<file path="config.mk">
export PLATFORM = sky130hd
export DESIGN_NAME = rps_isqrt
export DESIGN_NICKNAME = d
export VERILOG_FILES = /design/src/rtl/rps_pkg.sv /design/src/rtl/rps_isqrt.sv
export SDC_FILE = /design/constraint.sdc
export NUM_CORES = 1
export LEC_CHECK = 0
export ABC_AREA = 1
export BUFFER_PORTS_ARGS = -buffer_cell sky130_fd_sc_hd__clkbuf_2
export CAP_MARGIN = 20
export CORE_MARGIN = 2
export CORE_UTILIZATION = 30
export DETAILED_ROUTE_END_ITERATION = 6
export PLACE_DENSITY = 0.45
export SETUP_SLACK_MARGIN = 0.02
export SLEW_MARGIN = 20
export SYNTH_ARGS = -nofsm -noshare
export SYNTH_HDL_FRONTEND = slang
export SYNTH_SLANG_ARGS = --single-unit
</file>
<file path="constraint.sdc">
create_clock -name clk_i -period 5.4 [get_ports clk_i]
set_input_delay 0.54 -clock clk_i [delete_from_list [all_inputs] [get_ports clk_i]]
set_output_delay 0.54 -clock clk_i [all_outputs]
set_load 0.005 [all_outputs]
</file>
<file path="src/rtl/rps_pkg.sv">
package rps_pkg;

  // Fixed field widths of the request and result items.
  localparam int unsigned CfgW   = 7;
  localparam int unsigned CfgIdxW = 2;
  localparam int unsigned ReqW   = 2;
  localparam int unsigned BinIdxW = 7;
  localparam int unsigned MeanW  = 32;
  localparam int unsigned CntW   = 13;
  localparam int unsigned LenW   = 7;
  localparam int unsigned SumW   = 44;

  // Request codes.
  localparam logic [ReqW-1:0] REQ_SAMPLE = 2'd0;
  localparam logic [ReqW-1:0] REQ_READ   = 2'd1;
  localparam logic [ReqW-1:0] REQ_FRAME  = 2'd2;

  // Configuration register indexes.
  localparam logic [CfgIdxW-1:0] CFG_X_SIZE   = 2'd0;
  localparam logic [CfgIdxW-1:0] CFG_Y_SIZE   = 2'd1;
  localparam logic [CfgIdxW-1:0] CFG_CENTERED = 2'd2;

  // Handshake status of an iterative arithmetic unit.
  typedef struct packed {
    logic busy;
    logic done;
  } unit_sts_t;

endpackage

</file>
<file path="src/rtl/rps_isqrt.sv">
module rps_isqrt import rps_pkg::*; #(
  parameter int unsigned N_W = 15
) (
  input  logic                     clk_i,
  input  logic                     rst_ni,
  input  logic                     start_i,
  input  logic [N_W-1:0]           n_i,
  output unit_sts_t                sts_o,
  output logic [(N_W+1)/2:0]       root_o
);

  localparam int unsigned H  = (N_W + 1) / 2;
  localparam int unsigned BW = 2 * H;

  logic [BW-1:0] rem_q, rem_d, root_q, root_d, bit_q, bit_d;
  logic [BW:0]   trial;
  logic          done_q, done_d;

  // One result bit per cycle: trial subtract of root plus the current bit.
  always_comb begin
    rem_d  = rem_q;
    root_d = root_q;
    bit_d  = bit_q;
    done_d = 1'b0;
    trial  = {1'b0, root_q} + {1'b0, bit_q};
    if (start_i) begin
      rem_d  = BW'(n_i);
      root_d = '0;
      bit_d  = BW'(1) << (BW - 2);
    end else if (bit_q != '0) begin
      if ({1'b0, rem_q} >= trial) begin
        rem_d  = rem_q - trial[BW-1:0];
        root_d = (root_q >> 1) + bit_q;
      end else begin
        root_d = root_q >> 1;
      end
      bit_d  = bit_q >> 2;
      done_d = (bit_q[1:0] != 2'b00);
    end
  end

  always_ff @(posedge clk_i or negedge rst_ni) begin
    if (!rst_ni) begin
      bit_q  <= '0;
      done_q <= 1'b0;
    end else begin
      bit_q  <= bit_d;
      done_q <= done_d;
    end
  end

  always_ff @(posedge clk_i) begin
    rem_q  <= rem_d;
    root_q <= root_d;
  end

  // Round to nearest: step up when the remainder exceeds the root.
  assign root_o     = (H+1)'(root_q) + (H+1)'(rem_q > root_q);
  assign sts_o.busy = (bit_q != '0);
  assign sts_o.done = done_q;

endmodule

</file>
==> impl_metrics.env <==
export IMPL_synth_area_um2=4250
export IMPL_clk_pin_slew_ns=0.07
export IMPL_synth_top_family_by_area="simple AND/OR/NAND/NOR gates"
export IMPL_cp_arrival_ns=4.16
export IMPL_drive_gt1_share_pct=8.51
export IMPL_period_share_pct=78.4
export IMPL_crit_top_cell="nand2_1"
export IMPL_io_buffers=28
export IMPL_synth_edf_count=15
export IMPL_worst_ir_drop_vdd_mv=0.191
export IMPL_fmax_ghz=0.236
export IMPL_antenna_found_initial=0
export IMPL_end_kind="flop"
export IMPL_rsz0062_at_grt="false"
export IMPL_diodes=0
export IMPL_critPathKind="flop to flop"
export IMPL_synthesis_nets=713
export IMPL_final_setup_viol_count=0
export IMPL_synth_area_per_cell_um2=6.62
export IMPL_cts_tree="built"
export IMPL_placed_cell_area_um2=4520
export IMPL_grt_pass1_wl_um=20600
export IMPL_crit_path_start_kind="flop"
export IMPL_yosys_area_top_type="nand2_1"
export IMPL_fin_skew_ns=0.00699
export IMPL_via_per_inst=4.86
export IMPL_reg2reg_from="root_q[6]"
export IMPL_critical_path_cell_chain="ha_1 -> nand2_1 -> nor2_1 -> nor2_1 -> nand2_2 -> nand2_1 -> nand2_1 -> a22oi_1 -> o21ai_0 -> xnor2_1 -> ha_1 -> a21oi_1 -> or2_2 -> nand3_1 -> nand2_4 -> nand2_2 -> nand3_2 -> nand2_1"
export IMPL_worstMarginPinSlew_ns=0.725
export IMPL_power_leakage_nw=2.38
export IMPL_synth_seq_cells=41
export IMPL_critical_path_max_stage_delay_ns=0.60
export IMPL_p_per_area_nw_per_um2=550
export IMPL_dr_pass1_iters=5
export IMPL_drtIter0Drc=336
export IMPL_hold_class="primary input to asynchronous set/reset pin"
export IMPL_synth_simple_area_share_pct=33.2
export IMPL_clock_latency_ns=0.30
export IMPL_dpl_hpwl_um=9980
export IMPL_wl_per_cell_um=15.1
export IMPL_rows=43
export IMPL_cp_required_ns=5.33
export IMPL_grt_max_degree=43
export IMPL_post_cts_buffers=0
export IMPL_initial_utilization_pct=30.6
export IMPL_ys_seq_area_share_pct=23.9
export IMPL_yosys_warnings=0
export IMPL_detail_route_drc_violations=0
export IMPL_maxCapViolations=0
export IMPL_cts_buffers_inserted=5
export IMPL_placed_cells=830
export IMPL_overflow=0
export IMPL_die_x_um=123
export IMPL_synth_xor_area_share_pct=6.59
export IMPL_synthToLayoutAreaGrowth_pct=10.3
export IMPL_dieArea_um2=15100
export IMPL_vias=4074
export IMPL_async_flop_share_pct=22.0
export IMPL_final_util_pct=33.8
export IMPL_path_max_fanout=15
export IMPL_ant_nets=0
export IMPL_synthDistinctLibCells=40
export IMPL_period_needed_ns=4.23
export IMPL_place_congestion=0.870
export IMPL_muxShareOfSynthArea_pct=0
export IMPL_finalHoldViolations=0
export IMPL_setup_ws_ns=1.17
export IMPL_post_route_cell_area_um2=4690
export IMPL_syn_inst=642
export IMPL_cp_slowest_cell="nand2_1"
export IMPL_io_pins=29
export IMPL_slew_viol_final=0
export IMPL_htreeDepth=2
export IMPL_status="complete, no violations"
export IMPL_synth_most_common_cell="nand2_1"
export IMPL_grt_usage_pct=17.9
export IMPL_critPathBufInv=0
export IMPL_crit_family="simple AND/OR/NAND/NOR gates"
export IMPL_core_area_um2=13900
export IMPL_rrSetupSlack_ns=1.17
export IMPL_ctsLongestPathBuffers=2
export IMPL_holdWs_ns=0.126
export IMPL_synthTopCellsByArea="nand2_1 (16%), ha_1 (15%), edfxtp_1 (11%)"
export IMPL_grt_pass1_vias=3894
export IMPL_synth_fa_ha_area_share_pct=15.8
export IMPL_finalSetupTns_ns=0
export IMPL_synth_commonest_cells="nand2_1 (177), inv_1 (81), nand3_1 (68)"
export IMPL_maxSlewHeadroom_pct=51.5
export IMPL_cts_root_buf="clkbuf_16"
export IMPL_dp_worst_setup_slack_ns=1.15
export IMPL_r2r_end="rem_q[14]"
export IMPL_fp_dieH_um=123
export IMPL_clkSinkCount=41
export IMPL_synth_top_cell_area_share_pct=15.6
export IMPL_hold_buffers=0
export IMPL_synth_ff_type="dfxtp_1"
export IMPL_cts_resized_gates=0
export IMPL_synth_compound_area_share_pct=10.5
export IMPL_final_nets=728
export IMPL_totalPowerFinal_mw=2.58
export IMPL_wl_um=12700
export IMPL_final_cells=838
export IMPL_ff2ff_path_depth=18
-- final cells by class --
class                   instances  area [µm²]
inverters                      83         312
multi-input cells             495        2810
repair buffers                 31         163
flip-flops and latches         41        1020
fillers                      1512        9190
clock buffers                   8         168
well taps                     180         225
-- worst max-delay path by stage --
| stage | startpoint | endpoint | slack [ns] | depth (start not counted) |
|---|---|---|---|---|
| 6_report | root_q[6] | rem_q[14] | 1.17 | 18 |
| 5_1_grt | root_q[2] | rem_q[10] | 0.78 | 18 |
| 4_1_cts | root_q[6] | rem_q[14] | 1.14 | 18 |
| 3_5_place_dp | root_q[6] | rem_q[14] | 1.15 | 18 |
| 3_3_place_gp | root_q[6] | rem_q[13] | 1.25 | 18 |
| 2_1_floorplan | bit_q[0] | rem_q[0] | 1.96 | 19 |
-- placed cells by master, fill, tap and decap left out, types with 17 or more instances in the layout --
master / n
a21oi_1: 38
clkbuf_2: 28
dfxtp_1: 17
ha_1: 52
inv_1: 81
nand2_1: 177
nand3_1: 68
nor2_1: 55
o21ai_0: 26
xor2_1: 23
-- routing by layer --
layer / vias up / wire [µm] / global-route usage, %
li1: 2114 / - / -
met1: 1875 / 5970 / 23.6
met2: 72 / 6080 / 29.7
met3: 13 / 464 / 3.78
met4: 0 / 177 / 4.69
met5: - / 0 / 0
-- power breakdown --
group	internal, mW	total, mW	leakage [nW]	switching, mW
logic	0.585	1.64	1.88	1.06
registers	0.455	0.581	0.413	0.126
clock network	0.213	0.356	0.0823	0.143
-- logic make-up after synthesis --
kind of cell	after synthesis
and+or+nand+nor	329
buffers and inverters	106
AOI/OAI and AO/OA	81
adders and majority gates	53
DFF	41
xor gates and xnor gates	32
-- registers in the layout, summed over array words and instances, names as in the netlist --
name / count
rem_q: 16
root_q: 16
done_q: 1
bit_q: 8
-- worst reg2reg max path, delay by kind of cell (launching register included) --
| kind | cells | cell delay [ns] |
|---|---|---|
| and+or+nand+nor | 12 | 2.00 |
| adders and majority gates | 2 | 0.68 |
| DFF | 1 | 0.54 |
| AOI/OAI and AO/OA | 3 | 0.48 |
| xor gates and xnor gates | 1 | 0.15 |
Power figures use the tool's default switching activity.
