## src/rtl/rps_pkg.sv

```systemverilog
package rps_pkg;

  // Fixed field widths of the request and result items.
  localparam int unsigned CfgW   = 7;
  localparam int unsigned CfgIdxW = 2;
  localparam int unsigned ReqW   = 2;
  localparam int unsigned BinIdxW = 7;
  localparam int unsigned MeanW  = 32;
  localparam int unsigned CntW   = 13;
  localparam int unsigned LenW   = 7;
  localparam int unsigned SumW   = 44;

  // Request codes.
  localparam logic [ReqW-1:0] REQ_SAMPLE = 2'd0;
  localparam logic [ReqW-1:0] REQ_READ   = 2'd1;
  localparam logic [ReqW-1:0] REQ_FRAME  = 2'd2;

  // Configuration register indexes.
  localparam logic [CfgIdxW-1:0] CFG_X_SIZE   = 2'd0;
  localparam logic [CfgIdxW-1:0] CFG_Y_SIZE   = 2'd1;
  localparam logic [CfgIdxW-1:0] CFG_CENTERED = 2'd2;

  // Handshake status of an iterative arithmetic unit.
  typedef struct packed {
    logic busy;
    logic done;
  } unit_sts_t;

endpackage

```

## src/rtl/rps_div.sv

```systemverilog
module rps_div import rps_pkg::*; (
  input  logic            clk_i,
  input  logic            rst_ni,
  input  logic            start_i,
  input  logic [SumW-1:0] dividend_i,
  input  logic [CntW-1:0] divisor_i,
  output unit_sts_t       sts_o,
  output logic [SumW-1:0] quot_o
);

  localparam int unsigned StepW = $clog2(SumW + 1);

  logic [SumW-1:0]  quot_q, quot_d;
  logic [CntW-1:0]  dvs_q, dvs_d;
  logic [CntW:0]    rem_q, rem_d, shifted;
  logic [StepW-1:0] step_q, step_d;
  logic             done_q, done_d;

  // Restoring division, one quotient bit per cycle from the top down.
  always_comb begin
    quot_d  = quot_q;
    dvs_d   = dvs_q;
    rem_d   = rem_q;
    step_d  = step_q;
    done_d  = 1'b0;
    shifted = {rem_q[CntW-1:0], quot_q[SumW-1]};
    if (start_i) begin
      quot_d = dividend_i;
      dvs_d  = divisor_i;
      rem_d  = '0;
      step_d = StepW'(SumW);
    end else if (step_q != '0) begin
      if (shifted >= {1'b0, dvs_q}) begin
        rem_d  = shifted - {1'b0, dvs_q};
        quot_d = {quot_q[SumW-2:0], 1'b1};
      end else begin
        rem_d  = shifted;
        quot_d = {quot_q[SumW-2:0], 1'b0};
      end
      step_d = step_q - 1'b1;
      done_d = (step_q == StepW'(1));
    end
  end

  always_ff @(posedge clk_i or negedge rst_ni) begin
    if (!rst_ni) begin
      step_q <= '0;
      done_q <= 1'b0;
    end else begin
      step_q <= step_d;
      done_q <= done_d;
    end
  end

  always_ff @(posedge clk_i) begin
    quot_q <= quot_d;
    dvs_q  <= dvs_d;
    rem_q  <= rem_d;
  end

  assign quot_o     = quot_q;
  assign sts_o.busy = (step_q != '0);
  assign sts_o.done = done_q;

endmodule

```

## config.mk

```make
export PLATFORM = sky130hd
export DESIGN_NAME = rps_div
export DESIGN_NICKNAME = d
export VERILOG_FILES = /design/src/rtl/rps_pkg.sv /design/src/rtl/rps_div.sv
export SDC_FILE = /design/constraint.sdc
export NUM_CORES = 1
export LEC_CHECK = 0
export BUFFER_PORTS_ARGS = -buffer_cell sky130_fd_sc_hd__buf_2
export CORE_ASPECT_RATIO = 0.5
export CORE_MARGIN = 1.5
export CORE_UTILIZATION = 41
export CTS_CLUSTER_SIZE = 12
export DETAILED_ROUTE_END_ITERATION = 10
export PLACE_DENSITY_LB_ADDON = 0.25
export SYNTH_ARGS = -nofsm -noshare
export SYNTH_HDL_FRONTEND = slang
export SYNTH_SLANG_ARGS = --single-unit
```

## constraint.sdc

```tcl
create_clock -name clk_i -period 3 [get_ports clk_i]
set_input_delay 0.45 -clock clk_i [delete_from_list [all_inputs] [get_ports clk_i]]
set_output_delay 0.45 -clock clk_i [all_outputs]
set_load 0.005 [all_outputs]
```

==> results.py <==
metrics = {
    "power_and_ir_drop": {
        "p_switching_uw": 1160,
        "p_clk_frac": 0.294,
        "combPwrFrac": 0.317,
        "ir_worst_vdd_uv": 355,
        "intPower_uw": 2540,
        "power_density_nw_per_um2": 745,
        "swShare": 0.314,
        "p_leak_uw": 0.00210,
        "p_seq_frac": 0.389,
    },
    "hold_path": {
        "hp-start": "divisor_i[12]",
        "hold_end": "dvs_q[12]",
        "hold_depth": 1,
        "hold_class": "in -> reg",
    },
    "setup_path": {
        "reg2reg_depth": 10,
        "r2r-end": "rem_q[9]",
        "cp.arrival_ns": 2.71,
        "critPathCaptureType": "register",
        "crit_type": "reg -> reg",
        "cp_max_fo": 13,
        "r2r_slack_ns": 0.55,
        "critPathRequiredTime_ns": 3.25,
        "r2r-start": "quot_o[43]",
        "critPathLaunchType": "register",
    },
    "global_routing": {
        "grt_pass1_vias": 2920,
        "grt_pass1_wl_um": 14200,
        "grt-ovfl-total": 0,
        "grt_start_max_net_pins": 45,
        "antenna_found_initial": 0,
        "track_usage": 0.180,
    },
    "floorplanning": {
        "coreArea_um2": 9450,
        "die_h_um": 72.7,
        "dieArea_um2": 10400,
        "die_w_um": 142,
        "start_util": 0.422,
        "placementRows": 25,
        "io_pins": 106,
    },
    "yosys": {
        "synth-seq-cells": 77,
        "ys_types": 56,
        "syn_area_um2": 3990,
        "async_flop_share": 0.0909,
        "yosysTopAreaCellShare": 0.429,
        "avgSynthCellArea_um2": 12.1,
        "netlist.top_cell.by_area": "edfxtp_1",
        "ys.warnings.count": 0,
        "synth_edf_count": 57,
        "seq_area_frac_synth": 0.538,
        "netlist_instances": 329,
        "synth_fp_nets": 405,
        "ys.flop_type": "edfxtp_1",
        "synth.top_cells.by_area": "edfxtp_1 (43%), mux2_2 (12%), dfxtp_1 (6.5%), ha_1 (4.7%), dfrtp_1 (4.4%)",
    },
    "timing": {
        "rsz0062_at_grt": "no",
        "finalSetupViolCount": 0,
        "fin_crit_sh": 0.818,
        "relSlewSlack": 0.620,
        "drv_slew": 0,
        "period_minus_slack_ns": 2.45,
        "fmax_ghz": 0.407,
        "skew_ns": 0.00917,
        "tightest_slew_ns": 0.570,
        "setup_tns_ns": 0,
        "finalHoldViolations": 0,
    },
    "final_layout": {
        "final_common_cell": "buf_2",
        "fill_cells": 871,
        "final_nets": 513,
        "drive_above_1_share": 0.410,
        "area_growth_pct": 24.6,
        "fin_util": 0.526,
        "num_antenna_cells": 0,
        "layout_common_cells": "buf_2 (105), edfxtp_1 (57), mux2_2 (44)",
    },
    "clocking": {
        "clkLatencyLatePin_ns": 0.34,
        "hold_buffers": 1,
        "clkTransAtPathRegs_ns": 0.06,
        "post_cts_buffers": 0,
        "numCtsBuffers": 9,
        "cts.sinks": 77,
        "cts_tree": "yes",
        "clockBufferDepth": 2,
        "cts_resized": 0,
        "htreeDepth": 3,
        "cts_root_buf": "clkbuf_16",
    },
    "drt": {
        "drt-pass1-iter-count": 4,
        "vias": 2926,
        "routed_via_density": 5.07,
        "drt-initial-drc-count": 196,
        "drc": 0,
        "wirelength_um": 8670,
        "ant_nets": 0,
        "wl_per_cell_um": 15.0,
    },
    "placement": {
        "gp_congestion": 0.866,
        "dp_hpwl_um": 6080,
        "io_buffers": 105,
    },
    "run_status": {
        "status": "completed",
    },
    "job": {
        "max-cap-violations": 0,
    },
}
## cell families (layout without fill, tap and decap cells)
group,after synthesis,in the layout,share of synthesized area
multiplexers,46,46,0.129
buffers and inverters,37,150,0.0395
AO/OA/AOI/OAI,59,59,0.111
AND/OR/NAND/NOR,84,84,0.108
adder cells (fa/ha/maj),16,16,0.0521
flip-flops,77,77,0.538
XOR/XNOR,10,10,0.0220
## synthesized netlist by cell type, types with 2 or more instances
| library cell | number |
|---|---|
| a211oi_1 | 4 |
| a21o_1 | 3 |
| a21oi_1 | 11 |
| a311oi_1 | 8 |
| a311oi_2 | 2 |
| and3_1 | 2 |
| buf_1 | 5 |
| buf_2 | 3 |
| buf_4 | 2 |
| clkbuf_1 | 6 |
| dfrtp_1 | 7 |
| dfxtp_1 | 13 |
| edfxtp_1 | 57 |
| ha_1 | 15 |
| inv_1 | 20 |
| mux2_2 | 44 |
| mux2i_1 | 2 |
| nand2_1 | 9 |
| nand2b_1 | 7 |
| nand3_1 | 17 |
| nor2_1 | 22 |
| nor2b_1 | 3 |
| nor3_1 | 8 |
| nor4_1 | 6 |
| o21ai_0 | 8 |
| o21ai_1 | 5 |
| o21bai_1 | 2 |
| or3_1 | 2 |
| xnor2_1 | 8 |
| xor2_1 | 2 |
## worst max-delay path: stages, from the launching register on
cell and delay [ns]:
edfxtp_1 0.37, inv_1 0.05, ha_1 0.21, fa_1 0.43
nor2b_1 0.23, o21bai_2 0.10, a31oi_4 0.20, o31ai_1 0.10
buf_4 0.20, a22o_1 0.25, a311oi_2 0.22
## area by class of cell
type,count,area [um^2],area share
flip-flops and latches,77,2150,0.432
multi-input cells,215,1690,0.339
repair buffers,114,596,0.120
clock buffers,13,250,0.0504
well taps,135,169,0.0340
inverters,20,75.1,0.0151
clock inverters,3,46.3,0.00932
## metrics by stage
stage	area, um^2	power, uW	instances	setup WS [ns]	hold WS [ns]
global placement	4660	2610	560	0.596	0.289
finish	4970	3700	577	0.545	0.288
floorplan	3990	2290	329	0.366	0.154
global route	4970	3940	577	0.371	0.279
detailed placement	4660	2630	560	0.588	0.292
CTS	4970	3730	577	0.563	0.277
## worst max-delay path by stage
stage	from	to	slack, ns	depth (start not counted)
floorplan	step_q[2]	quot_o[0]	0.37	4
global placement	quot_o[43]	rem_q[8]	0.60	9
detailed placement	quot_o[43]	rem_q[9]	0.59	10
CTS	quot_o[43]	rem_q[9]	0.56	10
global route	quot_o[43]	rem_q[2]	0.37	9
finish	quot_o[43]	rem_q[9]	0.55	10
## per-layer routing
| layer | wire length (um) | share of wire | GRT usage |
|---|---|---|---|
| met1 | 3880 | 0.45 | 0.225 |
| met2 | 4220 | 0.49 | 0.305 |
| met3 | 453 | 0.052 | 0.0518 |
| met4 | 106 | 0.012 | 0.0550 |
| met5 | 0 | 0 | 0 |
## state kept, by name (all words and copies together) (netlist names)
register and flops:
quot_o 44, rem_q 13, step_q 6, dvs_q 13, done_q 1
## power groups by stage
stage	registers, uW	clock network, uW	logic, uW
finish	1440	1090	1170
global route	1460	1160	1310
CTS	1440	1110	1180
detailed placement	1460	0	1160
global placement	1460	0	1150
floorplan	1430	0	858
Power figures use the tool's default switching activity.
